**src/rtl/i2cm_pkg.sv**
```systemverilog
// Shared types and constants of the I2C register-access master.
// Used by the front end, the transaction engine and the top level.
package i2cm_pkg;

   typedef enum logic [1:0] {
      MODE_TICK  = 2'd0,
      MODE_WRITE = 2'd1,
      MODE_READ  = 2'd2,
      MODE_QUEUE = 2'd3
   } mode_type;

   typedef enum logic [1:0] {
      CSR_ACK_TIMEOUT = 2'd0,
      CSR_HALF_BIT    = 2'd1,
      CSR_START_STOP  = 2'd2,
      CSR_UNUSED      = 2'd3
   } csr_index_type;

   localparam logic [7:0] ACK_TIMEOUT_RESET = 8'd250;
   localparam logic [7:0] HALF_BIT_RESET    = 8'd2;
   localparam logic [7:0] START_STOP_RESET  = 8'd4;
   localparam int         BIT_COUNT         = 8;

   typedef enum logic [14:0] {
      PH_IDLE      = 15'b000000000000001,
      PH_START_A   = 15'b000000000000010,
      PH_START_B   = 15'b000000000000100,
      PH_TX_LOW    = 15'b000000000001000,
      PH_TX_HIGH   = 15'b000000000010000,
      PH_ACK_LOW   = 15'b000000000100000,
      PH_ACK_HIGH  = 15'b000000001000000,
      PH_ACK_POLL  = 15'b000000010000000,
      PH_RX_LOW    = 15'b000000100000000,
      PH_RX_HIGH   = 15'b000001000000000,
      PH_MACK_LOW  = 15'b000010000000000,
      PH_MACK_HIGH = 15'b000100000000000,
      PH_STOP_A    = 15'b001000000000000,
      PH_STOP_B    = 15'b010000000000000,
      PH_STOP_C    = 15'b100000000000000
   } phase_type;

   typedef enum logic [1:0] {
      KIND_ADDR_W = 2'd0,
      KIND_REG    = 2'd1,
      KIND_ADDR_R = 2'd2,
      KIND_DATA   = 2'd3
   } kind_type;

   typedef struct packed {
      logic [7:0] ack_timeout;
      logic [7:0] half_bit;
      logic [7:0] start_stop;
   } cfg_type;

   typedef struct packed {
      mode_type   mode;
      logic       is_begin;
      logic       sda_sample;
      logic [6:0] device_addr;
      logic [7:0] reg_addr;
      logic [7:0] read_length;
      logic [7:0] write_byte;
   } cmd_type;

   typedef struct packed {
      logic       scl_level;
      logic       sda_level;
      logic       busy_res;
      logic       done_res;
      logic       error;
      logic [7:0] read_byte;
      logic       read_valid;
   } rsp_type;

endpackage

```
**src/rtl/i2cm_fifo.sv**
```systemverilog
// Small first-in first-out buffer in flip-flops, generic in width and depth.
// Standalone; the front end and the top level instantiate it.
module i2cm_fifo #(
   parameter int WIDTH = 8,
   parameter int DEPTH = 2
) (
   input  logic             clock,
   input  logic             reset,
   input  logic             push,
   input  logic [WIDTH-1:0] push_data,
   output logic             full,
   input  logic             pop,
   output logic [WIDTH-1:0] pop_data,
   output logic             empty
);
   localparam int AW = (DEPTH > 1) ? $clog2(DEPTH) : 1;
   localparam int CW = $clog2(DEPTH + 1);

   logic [WIDTH-1:0] store_ff [DEPTH];
   logic [AW-1:0]    wr_ptr_ff, wr_ptr_in, rd_ptr_ff, rd_ptr_in;
   logic [CW-1:0]    count_ff, count_in;
   logic             do_push, do_pop;

   assign full     = (count_ff == CW'(DEPTH));
   assign empty    = (count_ff == '0);
   assign do_push  = push && !full;
   assign do_pop   = pop && !empty;
   assign pop_data = store_ff[rd_ptr_ff];

   always_comb begin
      wr_ptr_in = wr_ptr_ff;
      rd_ptr_in = rd_ptr_ff;
      count_in  = count_ff;
      if (do_push) begin
         wr_ptr_in = (wr_ptr_ff == AW'(DEPTH - 1)) ? '0 : wr_ptr_ff + 1'b1;
      end
      if (do_pop) begin
         rd_ptr_in = (rd_ptr_ff == AW'(DEPTH - 1)) ? '0 : rd_ptr_ff + 1'b1;
      end
      unique case ({do_push, do_pop})
         2'b10:   count_in = count_ff + 1'b1;
         2'b01:   count_in = count_ff - 1'b1;
         default: count_in = count_ff;
      endcase
   end

   always_ff @(posedge clock) begin
      if (reset) begin
         wr_ptr_ff <= '0;
         rd_ptr_ff <= '0;
         count_ff  <= '0;
      end else begin
         wr_ptr_ff <= wr_ptr_in;
         rd_ptr_ff <= rd_ptr_in;
         count_ff  <= count_in;
      end
   end

   always_ff @(posedge clock) begin
      if (do_push) begin
         store_ff[wr_ptr_ff] <= push_data;
      end
   end
endmodule

```
**src/rtl/i2cm_ram.sv**
```systemverilog
// Generic single-port-write, single-port-read RAM with registered read data.
// Standalone; holds the queued write bytes of the engine.
module i2cm_ram #(
   parameter int WIDTH = 8,
   parameter int DEPTH = 16,
   parameter int AW    = (DEPTH > 1) ? $clog2(DEPTH) : 1
) (
   input  logic             clock,
   input  logic             wr_en,
   input  logic [AW-1:0]    wr_addr,
   input  logic [WIDTH-1:0] wr_data,
   input  logic [AW-1:0]    rd_addr,
   output logic [WIDTH-1:0] rd_data
);
   logic [WIDTH-1:0] mem_ff [DEPTH];
   logic [WIDTH-1:0] rd_data_ff;

   assign rd_data = rd_data_ff;

   always_ff @(posedge clock) begin
      if (wr_en) begin
         mem_ff[wr_addr] <= wr_data;
      end
      rd_data_ff <= mem_ff[rd_addr];
   end
endmodule

```
**src/rtl/i2cm_front.sv**
```systemverilog
// Front end: accepts request words, classifies them and queues them.
// Depends on i2cm_pkg and i2cm_fifo.
module i2cm_front
   import i2cm_pkg::*;
(
   input  logic       clock,
   input  logic       reset,
   input  logic       req_push,
   output logic       req_full,
   input  logic [1:0] req_mode,
   input  logic       req_sda_sample,
   input  logic [6:0] req_device_addr,
   input  logic [7:0] req_reg_addr,
   input  logic [7:0] req_read_length,
   input  logic [7:0] req_write_byte,
   output logic       cmd_valid,
   output cmd_type    cmd,
   input  logic       cmd_pop
);
   cmd_type cmd_new;
   logic    cmd_empty;
   logic [$bits(cmd_type)-1:0] cmd_bits;

   always_comb begin
      cmd_new.mode        = mode_type'(req_mode);
      cmd_new.is_begin    = (mode_type'(req_mode) == MODE_WRITE) ||
                            (mode_type'(req_mode) == MODE_READ);
      cmd_new.sda_sample  = req_sda_sample;
      cmd_new.device_addr = req_device_addr;
      cmd_new.reg_addr    = req_reg_addr;
      cmd_new.read_length = req_read_length;
      cmd_new.write_byte  = req_write_byte;
   end

   i2cm_fifo #(.WIDTH($bits(cmd_type)), .DEPTH(2)) u_cmd_fifo (
      .clock     (clock),
      .reset     (reset),
      .push      (req_push),
      .push_data (cmd_new),
      .full      (req_full),
      .pop       (cmd_pop),
      .pop_data  (cmd_bits),
      .empty     (cmd_empty)
   );

   assign cmd       = cmd_bits;
   assign cmd_valid = !cmd_empty;
endmodule

```
**src/rtl/i2cm_engine.sv**
```systemverilog
// Transaction engine: one word per cycle through the bus state machine, while the result queue has room.
// Depends on i2cm_pkg and i2cm_ram (queued write bytes).
module i2cm_engine
   import i2cm_pkg::*;
#(
   parameter int QUEUE_DEPTH = 16
) (
   input  logic    clock,
   input  logic    reset,
   input  cfg_type cfg,
   input  logic    cmd_valid,
   input  cmd_type cmd,
   output logic    cmd_pop,
   input  logic    rsp_full,
   output logic    rsp_push,
   output rsp_type rsp
);
   localparam int AW = (QUEUE_DEPTH > 1) ? $clog2(QUEUE_DEPTH) : 1;
   localparam int FW = $clog2(QUEUE_DEPTH + 1);
   localparam int BW = (FW > 8) ? FW : 8;

   phase_type      phase_ff, phase_in;
   kind_type       stage_ff, stage_in;
   logic [7:0]     tick_ff, tick_in;
   logic [3:0]     bit_ff, bit_in;
   logic [7:0]     shift_ff, shift_in;
   logic [7:0]     wait_ff, wait_in;
   logic [BW-1:0]  left_ff, left_in;
   logic [FW-1:0]  fill_ff, fill_in;
   logic [6:0]     taddr_ff, taddr_in;
   logic [7:0]     treg_ff, treg_in;
   logic           is_read_ff, is_read_in;
   logic           failed_ff, failed_in;
   logic           scl_ff, scl_in, sda_ff, sda_in;

   logic           item_go;
   logic           ram_we;
   logic [BW-1:0]  rd_index;
   logic [7:0]     queued_byte;

   assign item_go  = cmd_valid && !rsp_full;
   assign cmd_pop  = item_go;
   assign rsp_push = item_go;

   // The next byte to send is fetched ahead: while a data byte is on the
   // bus the address points one past it, so the byte is ready at its ack.
   assign rd_index = BW'(fill_ff) - left_ff + ((stage_ff == KIND_DATA) ? BW'(1) : BW'(0));

   i2cm_ram #(.WIDTH(8), .DEPTH(QUEUE_DEPTH), .AW(AW)) u_queue_ram (
      .clock   (clock),
      .wr_en   (ram_we),
      .wr_addr (fill_ff[AW-1:0]),
      .wr_data (cmd.write_byte),
      .rd_addr (rd_index[AW-1:0]),
      .rd_data (queued_byte)
   );

   always_comb begin
      logic       expired;
      logic       ack_fire;
      logic       acked;
      logic [BW-1:0] left_dec;

      phase_in   = phase_ff;
      stage_in   = stage_ff;
      tick_in    = tick_ff;
      bit_in     = bit_ff;
      shift_in   = shift_ff;
      wait_in    = wait_ff;
      left_in    = left_ff;
      fill_in    = fill_ff;
      taddr_in   = taddr_ff;
      treg_in    = treg_ff;
      is_read_in = is_read_ff;
      failed_in  = failed_ff;
      scl_in     = scl_ff;
      sda_in     = sda_ff;
      ram_we     = 1'b0;
      expired    = 1'b1;
      ack_fire   = 1'b0;
      acked      = 1'b0;
      left_dec   = left_ff;

      rsp.done_res   = 1'b0;
      rsp.error      = 1'b0;
      rsp.read_byte  = 8'd0;
      rsp.read_valid = 1'b0;

      if (item_go) begin
         if (phase_ff == PH_IDLE) begin
            if (cmd.is_begin) begin
               taddr_in   = cmd.device_addr;
               treg_in    = cmd.reg_addr;
               is_read_in = (cmd.mode == MODE_READ);
               left_in    = (cmd.mode == MODE_READ) ? BW'(cmd.read_length) : BW'(fill_ff);
               failed_in  = 1'b0;
               stage_in   = KIND_ADDR_W;
               phase_in   = PH_START_A;
               tick_in    = cfg.start_stop;
               scl_in     = 1'b1;
               sda_in     = 1'b1;
            end else if (cmd.mode == MODE_QUEUE && fill_ff < FW'(QUEUE_DEPTH)) begin
               ram_we  = 1'b1;
               fill_in = fill_ff + 1'b1;
            end
         end else if (cmd.mode == MODE_TICK) begin
            if (phase_ff != PH_ACK_POLL) begin
               if (tick_ff > 8'd1) begin
                  tick_in = tick_ff - 1'b1;
                  expired = 1'b0;
               end else begin
                  tick_in = 8'd0;
               end
            end
            if (expired) begin
               unique case (phase_ff)
                  PH_START_A: begin
                     phase_in = PH_START_B;
                     tick_in  = cfg.start_stop;
                     scl_in   = 1'b1;
                     sda_in   = 1'b0;
                  end
                  PH_START_B: begin
                     stage_in = (stage_ff == KIND_ADDR_R) ? KIND_ADDR_R : KIND_ADDR_W;
                     shift_in = {taddr_ff, (stage_ff == KIND_ADDR_R)};
                     bit_in   = 4'd0;
                     phase_in = PH_TX_LOW;
                     tick_in  = cfg.half_bit;
                     scl_in   = 1'b0;
                     sda_in   = taddr_ff[6];
                  end
                  PH_TX_LOW: begin
                     phase_in = PH_TX_HIGH;
                     tick_in  = cfg.half_bit;
                     scl_in   = 1'b1;
                  end
                  PH_TX_HIGH: begin
                     shift_in = {shift_ff[6:0], 1'b0};
                     bit_in   = bit_ff + 1'b1;
                     if (bit_in >= 4'(BIT_COUNT)) begin
                        phase_in = PH_ACK_LOW;
                        tick_in  = 8'd1;
                        scl_in   = 1'b0;
                        sda_in   = 1'b1;
                     end else begin
                        phase_in = PH_TX_LOW;
                        tick_in  = cfg.half_bit;
                        scl_in   = 1'b0;
                        sda_in   = shift_ff[6];
                     end
                  end
                  PH_ACK_LOW: begin
                     phase_in = PH_ACK_HIGH;
                     tick_in  = 8'd1;
                     scl_in   = 1'b1;
                     sda_in   = 1'b1;
                  end
                  PH_ACK_HIGH: begin
                     wait_in  = 8'd0;
                     phase_in = PH_ACK_POLL;
                     tick_in  = 8'd0;
                     scl_in   = 1'b1;
                     sda_in   = 1'b1;
                  end
                  PH_ACK_POLL: begin
                     if (!cmd.sda_sample) begin
                        ack_fire = 1'b1;
                        acked    = 1'b1;
                     end else begin
                        if (wait_ff != 8'hFF) begin
                           wait_in = wait_ff + 1'b1;
                        end
                        ack_fire = (wait_in >= cfg.ack_timeout);
                     end
                     if (ack_fire) begin
                        scl_in = 1'b0;
                        sda_in = 1'b1;
                     end
                  end
                  PH_RX_LOW: begin
                     phase_in = PH_RX_HIGH;
                     tick_in  = cfg.half_bit;
                     scl_in   = 1'b1;
                     sda_in   = 1'b1;
                  end
                  PH_RX_HIGH: begin
                     shift_in = {shift_ff[6:0], cmd.sda_sample};
                     bit_in   = bit_ff + 1'b1;
                     tick_in  = cfg.half_bit;
                     scl_in   = 1'b0;
                     if (bit_in >= 4'(BIT_COUNT)) begin
                        rsp.read_valid = 1'b1;
                        rsp.read_byte  = shift_in;
                        phase_in       = PH_MACK_LOW;
                        // Acknowledge every byte but the last one.
                        sda_in         = !(left_ff > BW'(1));
                     end else begin
                        phase_in = PH_RX_LOW;
                        sda_in   = 1'b1;
                     end
                  end
                  PH_MACK_LOW: begin
                     phase_in = PH_MACK_HIGH;
                     tick_in  = cfg.half_bit;
                     scl_in   = 1'b1;
                  end
                  PH_MACK_HIGH: begin
                     left_dec = (left_ff != '0) ? left_ff - 1'b1 : left_ff;
                     left_in  = left_dec;
                     if (left_dec == '0) begin
                        phase_in = PH_STOP_A;
                        tick_in  = cfg.start_stop;
                        scl_in   = 1'b0;
                        sda_in   = 1'b0;
                     end else begin
                        shift_in = 8'd0;
                        bit_in   = 4'd0;
                        phase_in = PH_RX_LOW;
                        tick_in  = cfg.half_bit;
                        scl_in   = 1'b0;
                        sda_in   = 1'b1;
                     end
                  end
                  PH_STOP_A: begin
                     phase_in = PH_STOP_B;
                     tick_in  = cfg.start_stop;
                     scl_in   = 1'b1;
                     sda_in   = 1'b0;
                  end
                  PH_STOP_B: begin
                     phase_in = PH_STOP_C;
                     tick_in  = cfg.start_stop;
                     scl_in   = 1'b1;
                     sda_in   = 1'b1;
                  end
                  PH_STOP_C: begin
                     rsp.done_res = 1'b1;
                     rsp.error    = failed_ff;
                     if (!is_read_ff) begin
                        fill_in = '0;
                     end
                     left_in   = '0;
                     failed_in = 1'b0;
                     phase_in  = PH_IDLE;
                     tick_in   = 8'd0;
                     scl_in    = 1'b1;
                     sda_in    = 1'b1;
                  end
                  PH_IDLE: begin
                     phase_in = PH_IDLE;
                  end
                  default: begin
                     phase_in = PH_IDLE;
                  end
               endcase
            end

            // Resolution of the acknowledge window, by the kind of byte sent.
            if (ack_fire) begin
               unique case (stage_ff)
                  KIND_ADDR_W: begin
                     if (!acked) begin
                        failed_in = 1'b1;
                        phase_in  = PH_STOP_A;
                        tick_in   = cfg.start_stop;
                        scl_in    = 1'b0;
                        sda_in    = 1'b0;
                     end else begin
                        stage_in = KIND_REG;
                        shift_in = treg_ff;
                        bit_in   = 4'd0;
                        phase_in = PH_TX_LOW;
                        tick_in  = cfg.half_bit;
                        scl_in   = 1'b0;
                        sda_in   = treg_ff[7];
                     end
                  end
                  KIND_REG: begin
                     if (is_read_ff) begin
                        stage_in = KIND_ADDR_R;
                        phase_in = PH_START_A;
                        tick_in  = cfg.start_stop;
                        scl_in   = 1'b1;
                        sda_in   = 1'b1;
                     end else if (left_ff != '0) begin
                        stage_in = KIND_DATA;
                        shift_in = queued_byte;
                        bit_in   = 4'd0;
                        phase_in = PH_TX_LOW;
                        tick_in  = cfg.half_bit;
                        scl_in   = 1'b0;
                        sda_in   = queued_byte[7];
                     end else begin
                        phase_in = PH_STOP_A;
                        tick_in  = cfg.start_stop;
                        scl_in   = 1'b0;
                        sda_in   = 1'b0;
                     end
                  end
                  KIND_ADDR_R: begin
                     if (left_ff == '0) begin
                        phase_in = PH_STOP_A;
                        tick_in  = cfg.start_stop;
                        scl_in   = 1'b0;
                        sda_in   = 1'b0;
                     end else begin
                        shift_in = 8'd0;
                        bit_in   = 4'd0;
                        phase_in = PH_RX_LOW;
                        tick_in  = cfg.half_bit;
                        scl_in   = 1'b0;
                        sda_in   = 1'b1;
                     end
                  end
                  KIND_DATA: begin
                     if (!acked) begin
                        failed_in = 1'b1;
                        phase_in  = PH_STOP_A;
                        tick_in   = cfg.start_stop;
                        scl_in    = 1'b0;
                        sda_in    = 1'b0;
                     end else begin
                        left_in = left_ff - 1'b1;
                        if (left_in == '0) begin
                           phase_in = PH_STOP_A;
                           tick_in  = cfg.start_stop;
                           scl_in   = 1'b0;
                           sda_in   = 1'b0;
                        end else begin
                           shift_in = queued_byte;
                           bit_in   = 4'd0;
                           phase_in = PH_TX_LOW;
                           tick_in  = cfg.half_bit;
                           scl_in   = 1'b0;
                           sda_in   = queued_byte[7];
                        end
                     end
                  end
                  default: begin
                     stage_in = stage_ff;
                  end
               endcase
            end
         end
      end

      rsp.scl_level = scl_in;
      rsp.sda_level = sda_in;
      rsp.busy_res  = (phase_in != PH_IDLE);
   end

   always_ff @(posedge clock) begin
      if (reset) begin
         phase_ff   <= PH_IDLE;
         stage_ff   <= KIND_ADDR_W;
         tick_ff    <= '0;
         bit_ff     <= '0;
         shift_ff   <= '0;
         wait_ff    <= '0;
         left_ff    <= '0;
         fill_ff    <= '0;
         taddr_ff   <= '0;
         treg_ff    <= '0;
         is_read_ff <= 1'b0;
         failed_ff  <= 1'b0;
         scl_ff     <= 1'b1;
         sda_ff     <= 1'b1;
      end else begin
         phase_ff   <= phase_in;
         stage_ff   <= stage_in;
         tick_ff    <= tick_in;
         bit_ff     <= bit_in;
         shift_ff   <= shift_in;
         wait_ff    <= wait_in;
         left_ff    <= left_in;
         fill_ff    <= fill_in;
         taddr_ff   <= taddr_in;
         treg_ff    <= treg_in;
         is_read_ff <= is_read_in;
         failed_ff  <= failed_in;
         scl_ff     <= scl_in;
         sda_ff     <= sda_in;
      end
   end
endmodule

```
**src/rtl/i2c_master_register_access.sv**
```systemverilog
// I2C master for register reads and writes, advanced by one-microsecond tick words.
// Request words enter a queue-like port (req_push / req_full). Mode tick moves the
// bus state machine by one tick; begin-write and begin-read start a transaction
// while idle; queue appends one write byte to a store of QUEUE_DEPTH bytes.
// Every request word gives exactly one result word on the rsp_ port: the pin
// levels after the word, busy, a done pulse with error, and any received byte.
// Throughput is one word per clock while the result queue has room: the front
// queue holds accepted words, the engine takes one per cycle and writes its result
// into a two-entry result queue. An accepted word passes through the front queue
// and the engine into the result queue, whose registered output drives rsp_.
// When the receiver stops popping, the result queue fills, the engine halts and
// the front queue fills, so req_full rises; nothing is dropped.
// Configuration writes (csr_valid, always ready) set the timing registers and are
// meant for idle periods only. Reset empties both queues, returns the engine to
// idle with both pins released, clears the byte count and restores the timing
// registers to 250, 2 and 4. The byte store itself needs no clearing.
// Depends on i2cm_pkg, i2cm_front, i2cm_engine, i2cm_fifo and i2cm_ram.
module i2c_master_register_access
   import i2cm_pkg::*;
#(
   parameter int QUEUE_DEPTH = 16
) (
   input  logic       clock,
   input  logic       reset,
   input  logic       req_push,
   output logic       req_full,
   input  logic [1:0] req_mode,
   input  logic       req_sda_sample,
   input  logic [6:0] req_device_addr,
   input  logic [7:0] req_reg_addr,
   input  logic [7:0] req_read_length,
   input  logic [7:0] req_write_byte,
   output logic       rsp_empty,
   input  logic       rsp_pop,
   output logic       rsp_scl_level,
   output logic       rsp_sda_level,
   output logic       rsp_busy_res,
   output logic       rsp_done_res,
   output logic       rsp_error,
   output logic [7:0] rsp_read_byte,
   output logic       rsp_read_valid,
   input  logic       csr_valid,
   output logic       csr_ready,
   input  logic [1:0] csr_index,
   input  logic [7:0] csr_data
);
   cfg_type cfg_ff, cfg_in;
   logic    cmd_valid, cmd_pop;
   cmd_type cmd;
   logic    rsp_full, rsp_push;
   rsp_type rsp_new, rsp_out;
   logic [$bits(rsp_type)-1:0] rsp_bits;

   assign csr_ready = 1'b1;

   always_comb begin
      cfg_in = cfg_ff;
      if (csr_valid) begin
         unique case (csr_index_type'(csr_index))
            CSR_ACK_TIMEOUT: cfg_in.ack_timeout = csr_data;
            CSR_HALF_BIT:    cfg_in.half_bit    = csr_data;
            CSR_START_STOP:  cfg_in.start_stop  = csr_data;
            default:         cfg_in = cfg_ff;
         endcase
      end
   end

   always_ff @(posedge clock) begin
      if (reset) begin
         cfg_ff.ack_timeout <= ACK_TIMEOUT_RESET;
         cfg_ff.half_bit    <= HALF_BIT_RESET;
         cfg_ff.start_stop  <= START_STOP_RESET;
      end else begin
         cfg_ff <= cfg_in;
      end
   end

   i2cm_front u_front (
      .clock           (clock),
      .reset           (reset),
      .req_push        (req_push),
      .req_full        (req_full),
      .req_mode        (req_mode),
      .req_sda_sample  (req_sda_sample),
      .req_device_addr (req_device_addr),
      .req_reg_addr    (req_reg_addr),
      .req_read_length (req_read_length),
      .req_write_byte  (req_write_byte),
      .cmd_valid       (cmd_valid),
      .cmd             (cmd),
      .cmd_pop         (cmd_pop)
   );

   i2cm_engine #(.QUEUE_DEPTH(QUEUE_DEPTH)) u_engine (
      .clock     (clock),
      .reset     (reset),
      .cfg       (cfg_ff),
      .cmd_valid (cmd_valid),
      .cmd       (cmd),
      .cmd_pop   (cmd_pop),
      .rsp_full  (rsp_full),
      .rsp_push  (rsp_push),
      .rsp       (rsp_new)
   );

   i2cm_fifo #(.WIDTH($bits(rsp_type)), .DEPTH(2)) u_rsp_fifo (
      .clock     (clock),
      .reset     (reset),
      .push      (rsp_push),
      .push_data (rsp_new),
      .full      (rsp_full),
      .pop       (rsp_pop),
      .pop_data  (rsp_bits),
      .empty     (rsp_empty)
   );

   assign rsp_out        = rsp_bits;
   assign rsp_scl_level  = rsp_out.scl_level;
   assign rsp_sda_level  = rsp_out.sda_level;
   assign rsp_busy_res   = rsp_out.busy_res;
   assign rsp_done_res   = rsp_out.done_res;
   assign rsp_error      = rsp_out.error;
   assign rsp_read_byte  = rsp_out.read_byte;
   assign rsp_read_valid = rsp_out.read_valid;
endmodule

```
**config.mk**
```make
export PLATFORM = sky130hd
export DESIGN_NAME = i2c_master_register_access
export DESIGN_NICKNAME = d
export VERILOG_FILES = /design/src/rtl/i2cm_pkg.sv /design/src/rtl/i2cm_fifo.sv /design/src/rtl/i2cm_ram.sv /design/src/rtl/i2cm_front.sv /design/src/rtl/i2cm_engine.sv /design/src/rtl/i2c_master_register_access.sv
export SDC_FILE = /design/constraint.sdc
export NUM_CORES = 1
export LEC_CHECK = 0
export BUFFER_PORTS_ARGS = -buffer_cell sky130_fd_sc_hd__clkbuf_2
export CAP_MARGIN = 20
export CORE_ASPECT_RATIO = 0.9
export CORE_MARGIN = 3
export CORE_UTILIZATION = 55
export CTS_CLUSTER_DIAMETER = 60
export CTS_CLUSTER_SIZE = 28
export DETAILED_ROUTE_END_ITERATION = 12
export PLACE_DENSITY = 0.72
export SYNTH_ARGS = -nofsm -noshare
export SYNTH_HDL_FRONTEND = slang
export SYNTH_HIERARCHICAL = 1
export SYNTH_SLANG_ARGS = --single-unit
```
**constraint.sdc**
```tcl
create_clock -name clock -period 4.3 [get_ports clock]
set_input_delay 0.43 -clock clock [delete_from_list [all_inputs] [get_ports clock]]
set_output_delay 0.43 -clock clock [all_outputs]
set_load 0.1 [all_outputs]
```
======== Word level (Yosys, flattened, before mapping) ========
Memory sizes are Yosys's and may differ from the RTL's. A register that Yosys moved wholly into a read port is not among the register bits.
Index checks and enable logic that the tools add are counted.
cells by class
  add/sub/neg operators ................... 15
  order comparisons ....................... 5
  equal/unequal tests ..................... 38
  mux-type cells .......................... 179
  bitwise gates (word level) .............. 1
  reductions and logical operators ........ 45
operators with widths
  cell                  number
  $mux 8                41
  $pmux 15 s13          1
  $mux 15               8
  $pmux 8 s4            3
  $mux 1                73
  $mux 13               5
  $pmux 15 s4           1
  $mux 11               5
  $pmux 8 s6            1
  $mux 4                9
  $mux 5                7
  $pmux 8 s2            2
  $logic_not 8->1       3
  $mux 2                11
  $eq 2x2->1 const B    10
  $mux 9                2
  $gt 8x1->1 const B    2
  $pmux 4 s4            1
  $sub 8x1->8 const B   2
  $eq 15x1->1 const B   1
  $eq 15x10->1 const B  1
  $eq 15x11->1 const B  1
  $eq 15x12->1 const B  1
  $eq 15x13->1 const B  1
  other kinds (50)      91
word-level totals
  register bits ........................... 109
  memory bits (writable) .................. 226
  bits of input ports ..................... 49
  logic and storage cells ................. 309
  memories ................................ 3
memory list
  name                         words  width  read ports  clocked after memory_dff  write ports  line             source
  u_engine.u_queue_ram.mem_ff  16     8      1           1                         1            i2cm_ram.sv:15   logic [WIDTH-1:0] mem_ff [DEPTH];
  u_front.u_cmd_fifo.store_ff  2      35     1           1                         1            i2cm_fifo.sv:19  logic [WIDTH-1:0] store_ff [DEPTH];
  u_rsp_fifo.store_ff          2      14     1           1                         1            i2cm_fifo.sv:19

======== Logic depth before layout (Yosys ltp) ========
Gate-level depths: netlist of the first run.
  depth after elaboration ................. 27
  gate-level depth with buffers ........... 16
  mapped depth without buffers ............ 14

======== By module ========
The synthesis of the first run kept the hierarchy.
by module, submodules not included
  module                           instances  cells an instance  area an instance (sq um)  sequential area each (sq um)
  i2cm_engine                      1          939                6,749.0                   1,521.5
  i2cm_ram                         1          229                5,147.4                   4,003.8
  i2cm_fifo at u_front.u_cmd_fifo  1          135                2,740.1                   2,202.1
  i2cm_fifo at u_rsp_fifo          1          69                 1,227.4                   940.9
  i2c_master_register_access       1          99                 1,027.2                   480.5
  i2cm_front                       1          2                  12.5                      0.0

======== Worst setup path before layout of the first run ========
OpenSTA, ideal clock, no wires.
  kind .................................... reg-to-reg
  start point ............................. reg u_engine.wait_ff[0]
  end point ............................... mem u_rsp_fifo/store_ff[0][11] (netlist bit), data pin
  library setup time ...................... 0.281 ns
  arrival time ............................ 3.404 ns
  required time ........................... 4.019 ns
  path slack .............................. 0.615 ns
  cell stages (with the launch flop) ...... 17
  path buffers ............................ 2
  period minus slack after synthesis ...... 3.685 ns
  cell sequence ........................... dfxtp_1 -> ha_1 -> and3_1 -> nand3_1 -> nand4_1 -> xnor2_1 -> ha_1 -> o21ai_0 -> o21bai_1 -> or3b_2 -> clkbuf_1 -> a21oi_2 -> buf_4 -> o211ai_1 -> o22a_1 -> a2111oi_0 -> nand4_1
RTL lines
  item                    line                source
  start, declared         i2cm_engine.sv:27   logic [7:0] wait_ff, wait_in;
  start signal, assigned  i2cm_engine.sv:374  wait_ff <= wait_in;
  end, declared           i2cm_fifo.sv:19

======== Worst setup path after layout of the first run ========
  start point ............................. reg u_engine.wait_ff[0]
  end point ............................... reg u_engine.shift_ff[4]
on the way
  word-level cells in the longest chain between the ends .. 21
  elaborated cells on any way between the ends .. 22
  classes of those cells .................. 1 x add/sub; 1 x order compare; 1 x eq/ne; 19 x mux
RTL lines
  item                                       line                                    source
  $add 8x1->8 or $ne 8x8->1 (tied branches)  i2cm_engine.sv:171, i2cm_engine.sv:170
  $mux 8 *                                   i2cm_engine.sv:170                      if (wait_ff != 8'hFF) begin
  $mux 8 *                                   i2cm_engine.sv:166                      if (!cmd.sda_sample) begin
  $mux 8 *                                   i2cm_engine.sv:116                      unique case (phase_ff)
  $mux 8 *                                   i2cm_engine.sv:115                      if (expired) begin
  $mux 8 *                                   i2cm_engine.sv:106                      end else if (cmd.mode == MODE_TICK) begin
  $mux 8 *                                   i2cm_engine.sv:90                       if (phase_ff == PH_IDLE) begin
  $mux 8 *                                   i2cm_engine.sv:89                       if (item_go) begin
  [5 not listed]                             n/a
  $mux 1 *                                   i2cm_engine.sv:90
  $mux 1 *                                   i2cm_engine.sv:89
  $mux 1 *                                   i2cm_engine.sv:116
  $mux 1 *                                   i2cm_engine.sv:115
  $mux 1 *                                   i2cm_engine.sv:106
  $mux 1 *                                   i2cm_engine.sv:90
  $mux 1 *                                   i2cm_engine.sv:89
  $mux 8 *                                   i2cm_engine.sv:259                      if (ack_fire) begin
  end signal, assigned                       i2cm_engine.sv:373                      shift_ff <= shift_in;
  end, declared                              i2cm_engine.sv:26                       logic [7:0] shift_ff, shift_in;
Mark *: on every way between the ends. The rest lies on a longest branch, timed or not. The select of a mux whose other input is x is not followed.
A chain may end at the register's enable or synchronous reset.

==> results by group, run 1 <==
Clocking
  – Clock buffer count from CTS: 25
  – Clock-pin slew of the registers on the worst-case setup and hold paths: 0.10 ns
  – Total number of clock tree sinks: 344
  – Depth of the CTS H-tree: 1
  – Clock tree from TritonCTS: done
  – Clock Latency Late Sink: 0.56 ns
  – Largest buffer count on any clock path: 3
  – Clock root cell: sky130_fd_sc_hd__clkbuf_16
  – Total of hold buffers inserted after clock tree synthesis: 0

Floorplan
  – Number of cell rows: 60
  – Die Outline Area: 32900 um^2
  – Placeable core region: 30100 um^2
  – Top-level I/O count: 66
  – Die span in y: 172 um
  – Starting density of the core: 56.2%
  – Die width: 191 um

Pwr
  – Power after layout: 11.3 mW
  – Combinational share of power: 38.2%
  – Fraction of power consumed by the clock network: 23.6%
  – Sequential cell fraction of total power: 38.2%
  – Switching Share: 41.2%
  – Net Switching: 4.67 mW
  – Leakage component of the power: 6.50 nW
  – Power density normalized to cell area: 606 nW/um^2
  – Internal: 6.65 mW
  – Worst voltage drop across the vdd grid: 560 uV

Logic synthesis
  – Count of flip-flops with a built-in enable after synthesis: 226
  – Combinational family with the most area after synthesis: simple AND/OR/NAND/NOR gates
  – Count of unique library cells instantiated by Yosys: 98
  – Count of mapped cells out of synthesis: 1473
  – Number of warnings issued by yosys: 6
  – Post-synthesis cell area: 16900 um^2
  – Mux share of post-synthesis cell area: 10.2%
  – Number of register bits inferred by synthesis: 344
  – Adder and majority gate portion of the synthesized area: 2.26%
  – Mean instance size in the synthesized netlist: 11.5 um^2
  – Nets in the synthesized netlist: 1552
  – Post-synth top flop: sky130_fd_sc_hd__edfxtp_1
  – Simple-Gate Fraction of Synth Area: 15.7%
  – Synth Area in Compound Gates: 13.1%
  – Area share of xor/xnor cells in the synthesized design: 1.09%
  – Async set or reset register ratio after synthesis: 0%
  – Sequential-to-total area share from yosys stat: 54.1%

Timing
  – Max_slew headroom: 30.6%
  – Minimum period implied by the final worst setup slack: 3.93 ns
  – Unrepaired setup endpoints after global routing: false
  – Slew at the pin with the worst max-slew slack: 1.04 ns
  – Final critical-path share of the clock period: 91.5%
  – Setup violators final: 0
  – Final worst clock skew: 0.0258 ns
  – Highest clock frequency the design can meet: 0.254 GHz
  – Setup TNS Final: 0 ns
  – Final Hold Violating Endpoints: 0
  – Pins Over Slew Limit: 0

Final layout
  – Utilization after layout: 62.1%
  – Signed area change from the synthesized netlist to the final layout: 10.5%
  – Net total in the final layout: 1610
  – Antenna cells: 0
  – FILL cells: 2377
  – Cell area after layout: 18700 um^2
  – Layout cell share with drive strength beyond 1: 17.0%

Worst setup path
  – Crit Reg-Reg Startpoint: u_engine/wait_ff[0]
  – Kind of capture point of the worst setup path: flip-flop
  – Kind of start point of the critical path: flip-flop
  – Critical path type: reg2reg
  – Crit. Startpoint: u_engine/wait_ff[0]
  – Required @ worst endpoint: 4.79 ns
  – Critical-path maximum fanout: 15
  – Critical path arrival: 4.42 ns

Global routing
  – Largest net degree at the start of global routing: 52
  – Antenna violations before repair: 0
  – GRT Residual Overflow: 0
  – Vias in the first global route: 11700
  – Total routing resource utilization after global routing: 25.1%
  – Wire length of the first global-routing pass: 64900 um

Drt
  – Average wire per cell in the routed design: 21.3 um
  – Number of remaining DRC errors: 0
  – Iter 0 DRT Violations: 1285
  – Drt via density: 6.32
  – Vias after detailed routing: 12300
  – Final ANT Viol Nets: 0
  – Initial DRT Pass Iterations: 5
  – Routed WL: 41600 um

Placement
  – Port bufs: 64
  – HPWL Detailed: 29200 um
  – Weighted congestion reported at the end of routability-driven placement: 0.941
  – Total cell area at the placement stage: 17700 um^2

Worst hold path
  – Worst hold-check path type: in2reg
  – Launch point of the worst hold path: req_device_addr[2]

Run
  – Total of max-cap violations: 0

Outcome
  – Run status: completed
## layer usage
metal | vias to the layer above | GRT usage (%) | part of all wire (%)
met4 | 0 | 8.13 | 3.4
met5 | - | 0 | 0
met3 | 101 | 3.43 | 6.6
met1 | 6010 | 34.3 | 42
met2 | 495 | 42.0 | 48
li1 | 5731 | - | -
## flip-flops by register name (all words and copies together), names as in the netlist, 8 cells and up, named ones only
register	cells
u_engine/phase_ff	15
u_engine/wait_ff	8
u_engine/u_queue_ram/rd_data	8
u_engine/u_queue_ram/mem_ff	128
u_engine/tick_ff	8
cfg_ff	24
u_engine/left_ff	8
u_engine/treg_ff	8
u_front/u_cmd_fifo/store_ff	70
u_rsp_fifo/store_ff	28
## critical path, stage by stage (launching register included)
cell	delay (ns)
sky130_fd_sc_hd__dfxtp_1	0.41
sky130_fd_sc_hd__ha_1	0.25
sky130_fd_sc_hd__and3_1	0.23
sky130_fd_sc_hd__nand3_2	0.20
sky130_fd_sc_hd__nand2_1	0.13
sky130_fd_sc_hd__xnor2_1	0.17
sky130_fd_sc_hd__ha_1	0.26
sky130_fd_sc_hd__o21ai_0	0.13
sky130_fd_sc_hd__o21bai_1	0.12
sky130_fd_sc_hd__or3b_2	0.56
sky130_fd_sc_hd__a21o_4	0.33
sky130_fd_sc_hd__a221oi_4	0.37
sky130_fd_sc_hd__a221oi_1	0.15
sky130_fd_sc_hd__a311o_1	0.37
sky130_fd_sc_hd__a31oi_1	0.16
## power by group through the flow
stage	Clock [mW]	Combinational, mW	Sequential [mW]
4_1_cts	2.73	4.24	4.32
6_report	2.67	4.32	4.33
3_3_place_gp	0	4.17	4.38
5_1_grt	2.85	4.61	4.38
2_1_floorplan	0	3.21	4.25
3_5_place_dp	0	4.22	4.40
## what timing repair did
action	in CTS	in global routing
endpoints found under the setup margin	0	3
setup buffers	0	0
gates resized for setup	0	1
## cells by family (layout without fill, tap and decap cells)
kind of cell               count (synthesis)  after routing
adders and majority gates                 30             30
and+or+nand+nor                          493            493
AOI/OAI and AO/OA                        337            337
other                                      1              1
DFF                                      344            344
muxes                                    120            120
buffers and inverters                    127            203
xor gates and xnor gates                  21             21
## cells in the final DEF, fill, tap and decap left out, drive strengths merged, types with 8 or more instances in the layout
cell type / Yosys / final
a21o: 9 / 9
mux4: 32 / 32
nand3b: 9 / 9
nand3: 29 / 29
nand2b: 37 / 37
mux2: 51 / 51
nor2: 122 / 122
or3: 17 / 17
or2: 10 / 10
and3: 10 / 10
nand2: 108 / 108
nor3: 27 / 27
dfxtp: 118 / 118
a21oi: 91 / 91
nand4: 16 / 16
a211oi: 18 / 18
nor4: 36 / 36
o21a: 8 / 8
nor2b: 13 / 13
xnor2: 15 / 15
ha: 29 / 29
a31oi: 15 / 15
clkbuf: 48 / 89
edfxtp: 226 / 226
clkinv: 1 / 8
a22oi: 36 / 36
or3b: 8 / 8
o211ai: 11 / 11
inv: 39 / 50
o21ai: 75 / 75
and2: 8 / 8
buf: 36 / 55
or4: 11 / 11
mux2i: 37 / 37
## metrics by stage
stage | instances | setup slack, ns | hold slack, ns
floorplan | 1473 | 0.615 | 0.432
global placement | 1907 | 0.420 | 0.446
detailed placement | 1907 | 0.374 | 0.447
CTS | 1952 | 0.338 | 0.0249
global route | 1952 | 0.0505 | 0.0233
finish | 1952 | 0.367 | 0.0460
## path summary, 6_finish.rpt
path                                             end  cells after the start  slack (ns)
hold reg to reg                 u_engine/taddr_ff[1]                      2        0.46
setup / recovery                u_engine/shift_ff[4]                     14        0.37
hold / removal    u_front/u_cmd_fifo/store_ff[1][26]                      1        0.05
setup reg to reg                u_engine/shift_ff[4]                     14        0.37
## area by class of cell
type	instances	area (um^2)	area share (%)
multi-input cells	1002	7170	38.4
clock buffers	26	629	3.37
inverters	40	150	0.804
clock inverters	19	352	1.88
flip-flops and latches	344	9150	49.0
repair buffers	118	728	3.90
well taps	403	504	2.70
## cell usage after synthesis (18+ instances only)
cell                         n  area, um^2
sky130_fd_sc_hd__dfxtp_1   118        2360
sky130_fd_sc_hd__clkbuf_1   47         176
sky130_fd_sc_hd__nor4_1     33         206
sky130_fd_sc_hd__mux2i_1    37         370
sky130_fd_sc_hd__o21ai_0    73         365
sky130_fd_sc_hd__a211oi_1   18         135
sky130_fd_sc_hd__ha_1       29         363
sky130_fd_sc_hd__buf_2      22         110
sky130_fd_sc_hd__nand2_1   108         405
sky130_fd_sc_hd__nor3_1     25         125
sky130_fd_sc_hd__mux4_2     18         405
sky130_fd_sc_hd__nand2b_1   35         219
sky130_fd_sc_hd__nor2_1    121         454
sky130_fd_sc_hd__mux2_2     36         405
sky130_fd_sc_hd__inv_1      37         139
sky130_fd_sc_hd__nand3_1    29         145
sky130_fd_sc_hd__a22oi_1    36         270
sky130_fd_sc_hd__edfxtp_1  226        6790
sky130_fd_sc_hd__a21oi_1    89         445
Note: power is estimated with default switching activity, not from simulation.
==> run 2: changes to the inputs <==
--- a/config.mk
+++ b/config.mk
@@ -9,11 +9,10 @@
 export CAP_MARGIN = 20
 export CORE_ASPECT_RATIO = 0.9
 export CORE_MARGIN = 3
-export CORE_UTILIZATION = 55
+export CORE_UTILIZATION = 46
 export CTS_CLUSTER_DIAMETER = 60
 export CTS_CLUSTER_SIZE = 28
 export DETAILED_ROUTE_END_ITERATION = 12
-export PLACE_DENSITY = 0.72
 export SYNTH_ARGS = -nofsm -noshare
 export SYNTH_HDL_FRONTEND = slang
 export SYNTH_HIERARCHICAL = 1
==> results by group, run 2 (synthesis results as in run 1) <==
Global routing
  – Largest net degree at the start of global routing: 50 (-3.8%)
  – GRT Residual Overflow: 0 (unchanged)
  – Antenna violations before repair: 1 (+1)
  – Vias in the first global route: 11900 (+1.0%)
  – Total routing resource utilization after global routing: 22.0% (-3.1 points)
  – Wire length of the first global-routing pass: 68600 um (+5.8%)

Worst hold path
  – Hold Crit Endpoint: u_front/u_cmd_fifo/store_ff[0][21]
  – Launch point of the worst hold path: req_reg_addr[5]
  – Worst hold-check path type: in2reg
  – Number of instances on the worst hold path: 1 (unchanged)

Final layout
  – Most frequent standard cell in the layout excluding fill and tap cells: sky130_fd_sc_hd__edfxtp_1
  – Registers with the most flip-flops: u_engine/u_queue_ram/mem_ff x128, u_front/u_cmd_fifo/store_ff x70, u_rsp_fifo/store_ff x28
  – Cell area after layout: 18800 um^2 (+0.86%)
  – Utilization after layout: 52.9% (-9.2 points)
  – Commonest non-fill, non-tap cells in the layout: sky130_fd_sc_hd__edfxtp_1, sky130_fd_sc_hd__nor2_1, sky130_fd_sc_hd__dfxtp_1
  – Register name with the most flops: u_engine/u_queue_ram/mem_ff
  – Signed area change from the synthesized netlist to the final layout: 11.5%
  – Number of standard cells in the layout, taps in and fillers out: 2030 (+4.0%)
  – Antenna cells: 0 (unchanged)
  – Net total in the final layout: 1619 (+0.56%)
  – Layout cell share with drive strength beyond 1: 17.6% (+0.51 points)
  – Max reg flops: 128 (unchanged)

Worst setup path
  – Critical path type: reg2reg
  – Critical-path maximum fanout: 8 (-7)
  – Required @ worst endpoint: 4.58 ns (-0.21 ns)
  – Kind of capture point of the worst setup path: flip-flop
  – R2R Setup Slk: 0.40 ns (+0.03 ns)
  – Kind of start point of the critical path: flip-flop
  – Worst reg2reg path endpoint: u_rsp_fifo/store_ff[1][11]
  – Worst Reg2Reg Path Length in Cells: 12 (-2)
  – Crit Reg-Reg Startpoint: u_engine/wait_ff[0]
  – Critical path arrival: 4.18 ns (-0.24 ns)

Pwr
  – Combinational share of power: 38.3% (about the same)
  – Net Switching: 4.72 mW (+1.2%)
  – Leakage component of the power: 6.56 nW (+0.85%)
  – Power after layout: 11.5 mW (+1.4%)
  – Switching Share: 41.2% (-0.061 points)
  – Power density normalized to cell area: 609 nW/um^2 (+0.49%)
  – Sequential cell fraction of total power: 37.8% (-0.4 points)
  – Worst voltage drop across the vdd grid: 406 uV (-27%)
  – Fraction of power consumed by the clock network: 23.9% (+0.3 points)
  – Internal: 6.75 mW (+1.5%)

Clocking
  – Depth of the CTS H-tree: 1 (unchanged)
  – Total number of clock tree sinks: 344 (unchanged)
  – Largest buffer count on any clock path: 3 (unchanged)
  – Clock Latency Late Sink: 0.58 ns (+0.02 ns)
  – Clock-pin slew of the registers on the worst-case setup and hold paths: 0.09 ns (about the same)
  – Clock tree from TritonCTS: done
  – Clock root cell: sky130_fd_sc_hd__clkbuf_16
  – Clock buffer count from CTS: 27 (+8.0%)

Drt
  – Average wire per cell in the routed design: 21.5 um (+0.80%)
  – Initial DRT Pass Iterations: 5 (unchanged)
  – Final ANT Viol Nets: 0 (unchanged)
  – Iter 0 DRT Violations: 1102 (-14%)
  – Number of remaining DRC errors: 0 (unchanged)
  – Vias after detailed routing: 12200 (-0.88%)
  – Drt via density: 6.02 (-4.7%)
  – Routed WL: 43600 um (+4.8%)

Floorplan
  – Starting density of the core: 47.5% (-8.7 points)
  – Placeable core region: 35600 um^2 (+18%)
  – Top-level I/O count: 66 (unchanged)
  – Number of cell rows: 65 (+8.3%)
  – Die span in y: 188 um (+9.0%)
  – Die Outline Area: 39100 um^2 (+19%)
  – Die width: 208 um (+9.1%)

Placement
  – Weighted congestion reported at the end of routability-driven placement: 0.933 (-0.87%)
  – Setup slack after placement: 0.378 ns (+0.00328 ns)
  – Port bufs: 64 (unchanged)
  – Cell count after placement: 1979 (+3.8%)
  – Total cell area at the placement stage: 17800 um^2 (+0.72%)
  – HPWL Detailed: 31000 um (+6.1%)

Outcome
  – Run status: completed

Timing
  – Slew at the pin with the worst max-slew slack: 0.987 ns (-0.0487 ns)
  – Final critical-path share of the clock period: 90.7% (-0.79 points)
  – Minimum period implied by the final worst setup slack: 3.90 ns (-0.0338 ns)
  – Unrepaired setup endpoints after global routing: false
  – Setup TNS Final: 0 ns (unchanged)
  – Setup violators final: 0 (unchanged)
  – Pins Over Slew Limit: 0 (unchanged)
  – Minimum hold slack: 0.0403 ns (-0.00567 ns)
  – Setup WS post-layout: 0.401 ns (+0.0338 ns)
  – Final worst clock skew: 0.0234 ns (-0.00249 ns)
  – Final Hold Violating Endpoints: 0 (unchanged)
  – Max_slew headroom: 33.7% (+3.0 points)
  – Highest clock frequency the design can meet: 0.256 GHz (+0.87%)

Run
  – Total of max-cap violations: 0 (unchanged)
==> run 2: power groups by stage <==
stage | clock, mW | sequential [mW] | combinational [mW]
2_1_floorplan | 0 | 4.25 | 3.21
3_3_place_gp | 0 | 4.39 | 4.32
3_5_place_dp | 0 | 4.40 | 4.33
4_1_cts | 2.83 | 4.32 | 4.35
5_1_grt | 2.96 | 4.38 | 4.75
6_report | 2.75 | 4.33 | 4.39
==> run 2: final cells by class <==
| type | instances | area, um^2 |
|---|---|---|
| clock buffers | 28 | 679 |
| clock inverters | 22 | 325 |
| fillers | 3093 | 16800 |
| inverters | 40 | 150 |
| multi-input cells | 1002 | 7170 |
| flip-flops and latches | 344 | 9150 |
| well taps | 469 | 587 |
| repair buffers | 125 | 783 |
==> run 2: metal layers <==
metal / up-vias / track usage (%) / part of all wire [%]
met5: - / 0 / 0.023
met4: 2 / 6.22 / 3.0
met3: 87 / 4.22 / 6.6
met2: 414 / 35.9 / 47
met1: 5973 / 30.1 / 43
li1: 5752 / - / -
==> run 2: how the worst max path moves through the flow <==
stage / startpoint / end / slack [ns] / cells after the start
floorplan: u_engine/wait_ff[0] / u_rsp_fifo/store_ff[0][11] / 0.61 / 16
global placement: u_engine/wait_ff[0] / u_rsp_fifo/store_ff[0][11] / 0.37 / 13
detailed placement: u_engine/wait_ff[0] / u_rsp_fifo/store_ff[1][11] / 0.38 / 12
CTS: u_engine/wait_ff[0] / u_rsp_fifo/store_ff[1][11] / 0.36 / 12
global route: u_engine/wait_ff[0] / u_engine/shift_ff[2] / 0.11 / 14
finish: u_engine/wait_ff[0] / u_rsp_fifo/store_ff[1][11] / 0.40 / 12
==> run 2: worst max-delay path, stage by stage (launching register included) <==
cell                        delay [ns]
sky130_fd_sc_hd__dfxtp_1          0.40
sky130_fd_sc_hd__ha_1             0.26
sky130_fd_sc_hd__and3_1           0.23
sky130_fd_sc_hd__nand3_2          0.19
sky130_fd_sc_hd__mux2_2           0.35
sky130_fd_sc_hd__ha_1             0.29
sky130_fd_sc_hd__a2111oi_0        0.38
sky130_fd_sc_hd__nor3_1           0.11
sky130_fd_sc_hd__o31ai_1          0.44
sky130_fd_sc_hd__o31a_1           0.19
sky130_fd_sc_hd__o21ai_0          0.09
sky130_fd_sc_hd__a2111oi_0        0.44
sky130_fd_sc_hd__nand4_1          0.22
==> run 2: timing repair <==
| item | CTS | global route |
|---|---|---|
| hold buffers | 1 | 0 |
| resized for setup | 0 | 1 |
| setup endpoints to repair | 0 | 1 |
| hold endpoints to repair | 2 | 0 |
| setup buffers | 0 | 0 |
==> run 3: changes to the inputs <==
--- a/config.mk
+++ b/config.mk
@@ -6,10 +6,11 @@
 export NUM_CORES = 1
 export LEC_CHECK = 0
 export BUFFER_PORTS_ARGS = -buffer_cell sky130_fd_sc_hd__clkbuf_2
-export CAP_MARGIN = 20
+export CAP_MARGIN = 10
 export CORE_ASPECT_RATIO = 0.9
 export CORE_MARGIN = 3
 export CORE_UTILIZATION = 46
+export CTS_BUF_LIST = sky130_fd_sc_hd__clkbuf_2
 export CTS_CLUSTER_DIAMETER = 60
 export CTS_CLUSTER_SIZE = 28
 export DETAILED_ROUTE_END_ITERATION = 12
==> results by group, run 3 (synthesis results as in run 1) <==
Drt
  – Number of remaining DRC errors: 0 (unchanged)
  – Initial DRT Pass Iterations: 5 (unchanged)
  – Iter 0 DRT Violations: 1181 (+7.2%)
  – Final ANT Viol Nets: 0 (unchanged)
  – Average wire per cell in the routed design: 20.9 um (-2.4%)
  – Vias after detailed routing: 12500 (+2.5%)
  – Top layer reached by signal wires: met5
  – Routed WL: 44200 um (+1.4%)
  – Routed length on met2: 21000 um (+2.1%)
  – Wire length on met3: 2820 um (-2.0%)
  – Routed length on met1: 19000 um (+0.90%)
  – Drt via density: 5.94 (-1.4%)

Clocking
  – Largest buffer count on any clock path: 3 (unchanged)
  – Clock-pin slew of the registers on the worst-case setup and hold paths: 0.34 ns (+0.25 ns)
  – Total number of clock tree sinks: 344 (unchanged)
  – Number of buffers added for setup after CTS: 0 (unchanged)
  – Clock tree from TritonCTS: done
  – Clock root cell: sky130_fd_sc_hd__clkbuf_2
  – Clock buffer count from CTS: 27 (unchanged)
  – Depth of the CTS H-tree: 1 (unchanged)
  – Clock Latency Late Sink: 1.08 ns (+0.50 ns)

Worst setup path
  – R2R Setup Slk: 0.45 ns (+0.05 ns)
  – Critical-path maximum fanout: 15 (+7)
  – Crit path top cell by count: sky130_fd_sc_hd__ha_1
  – Kind of capture point of the worst setup path: flip-flop
  – Family of cells with the greatest summed delay on the critical path: compound AO/OA/AOI/OAI gates
  – Worst reg2reg path endpoint: u_engine/shift_ff[2]
  – Worst Reg2Reg Path Length in Cells: 14 (+2)
  – Kind of start point of the critical path: flip-flop
  – Critical path arrival: 4.87 ns (+0.69 ns)
  – Required @ worst endpoint: 5.32 ns (+0.74 ns)
  – Crit Reg-Reg Startpoint: u_engine/wait_ff[0]
  – Crit path buffers/inverters: 0 (unchanged)
  – Critical path type: reg2reg
  – Worst path depth: 14 (+2)
  – Crit. Startpoint: u_engine/wait_ff[0]
  – Slowest-stage cell, CP: sky130_fd_sc_hd__or3b_2
  – Crit path cell chain: ha_1 > and3_1 > nand3_2 > nand4_1 > xnor2_1 > ha_1 > o21ai_0 > o21bai_1 > or3b_2 > a21o_4 > a221oi_4 > a221oi_1 > a311o_1 > a31oi_1
  – Worst setup path endpoint: u_engine/shift_ff[2]
  – CP max stage delay: 0.56 ns (+0.12 ns)

Global routing
  – Vias in the first global route: 12100 (+2.2%)
  – Antenna violations before repair: 3 (+2)
  – Largest net degree at the start of global routing: 50 (unchanged)
  – GRT Residual Overflow: 0 (unchanged)
  – Total routing resource utilization after global routing: 22.3% (+0.30 points)
  – Wire length of the first global-routing pass: 69700 um (+1.5%)

Floorplan
  – Die Outline Area: 39100 um^2 (unchanged)
  – Placeable core region: 35600 um^2 (unchanged)
  – Top-level I/O count: 66 (unchanged)
  – Number of cell rows: 65 (unchanged)
  – Starting density of the core: 47.5% (unchanged)
  – Die width: 208 um (unchanged)
  – Die span in y: 188 um (unchanged)

Pwr
  – Worst voltage drop across the vdd grid: 411 uV (+1.3%)
  – Power after layout: 10.5 mW (-8.5%)
  – Power density normalized to cell area: 550 nW/um^2 (-9.7%)
  – Leakage component of the power: 6.67 nW (+1.7%)

Final layout
  – Most frequent standard cell in the layout excluding fill and tap cells: sky130_fd_sc_hd__edfxtp_1
  – Net total in the final layout: 1697 (+4.8%)
  – Max reg flops: 128 (unchanged)
  – Signed area change from the synthesized netlist to the final layout: 12.9%
  – Layout cell share with drive strength beyond 1: 16.8% (-0.77 points)
  – Registers with the most flip-flops: u_engine/u_queue_ram/mem_ff x128, u_front/u_cmd_fifo/store_ff x70, u_rsp_fifo/store_ff x28
  – Commonest non-fill, non-tap cells in the layout: sky130_fd_sc_hd__edfxtp_1, sky130_fd_sc_hd__nor2_1, sky130_fd_sc_hd__dfxtp_1
  – Register name with the most flops: u_engine/u_queue_ram/mem_ff

Worst hold path
  – Worst hold-check path type: in2reg
  – Number of instances on the worst hold path: 2 (+1)

Placement
  – Port bufs: 64 (unchanged)
  – HPWL Detailed: 31000 um (unchanged)
  – Weighted congestion reported at the end of routability-driven placement: 0.933 (unchanged)

Timing
  – Pins Over Slew Limit: 0 (unchanged)
  – Final critical-path share of the clock period: 89.5% (-1.1 points)
  – Unrepaired setup endpoints after global routing: false
  – Highest clock frequency the design can meet: 0.260 GHz (+1.3%)
  – Minimum period implied by the final worst setup slack: 3.85 ns (-0.0489 ns)
  – Setup TNS Final: 0 ns (unchanged)
  – Setup violators final: 0 (unchanged)
  – Slew at the pin with the worst max-slew slack: 0.945 ns (-0.0423 ns)
  – Max_slew headroom: 36.8% (+3.1 points)
  – Final Hold Violating Endpoints: 0 (unchanged)
  – Final worst clock skew: 0.0895 ns (+0.0662 ns)

Run
  – Total of max-cap violations: 0 (unchanged)

Outcome
  – Run status: completed
[run 3: worst min path at each step]
| stage | from | end | slack, ns |
|---|---|---|---|
| final | req_reg_addr[4] | u_front/u_cmd_fifo/store_ff[0][20] | 0.09 |
| after global routing | req_reg_addr[7] | u_front/u_cmd_fifo/store_ff[1][23] | 0.01 |
| after CTS | req_reg_addr[4] | u_front/u_cmd_fifo/store_ff[1][20] | 0.0003 |
| after detailed placement | u_engine/taddr_ff[1] | u_engine/taddr_ff[1] | 0.45 |
| after global placement | u_engine/taddr_ff[2] | u_engine/taddr_ff[2] | 0.45 |
| after floorplan | u_engine/taddr_ff[1] | u_engine/taddr_ff[1] | 0.43 |
[run 3: where the power goes]
group	switching, mW	internal, mW	total [mW]
clock network	1.30	0.414	1.71
logic	3.05	1.40	4.45
registers	0.282	4.06	4.34
[run 3: what timing repair did]
| action | in CTS | in global routing |
|---|---|---|
| hold buffers | 78 | 1 |
| hold endpoints to repair | 141 | 2 |
| endpoints found under the setup margin | 0 | 1 |
| gates resized for setup | 0 | 1 |
[run 3: final cells by class]
class                           count  area, um^2
Antenna cell                        1        2.50
Fill cell                        3108       16500
Clock buffer                       28         140
Tap cell                          469         587
Clock inverter                     22         320
Multi-Input combinational cell   1002        7170
Sequential cell                   344        9150
Inverter                           40         150
Timing Repair Buffer              203        1560
[run 3: routing by layer]
| layer | vias up | track usage [%] |
|---|---|---|
| met5 | - | 0 |
| met4 | 4 | 6.17 |
| met2 | 409 | 36.6 |
| met3 | 105 | 4.01 |
| met1 | 6109 | 30.5 |
| li1 | 5904 | - |
[run 3: per-stage QoR]
stage,worst slack [ns],util [%],instance area (um^2),instances,hold slack (ns)
after floorplan,0.615,-,16900,1473,0.432
after global placement,0.372,50.0,17800,1979,0.446
after detailed placement,0.378,50.0,17800,1979,0.446
after CTS,0.388,53.5,19100,2107,0.000293
after global routing,0.130,53.6,19100,2109,0.0113
final,0.450,53.6,19100,2109,0.0935
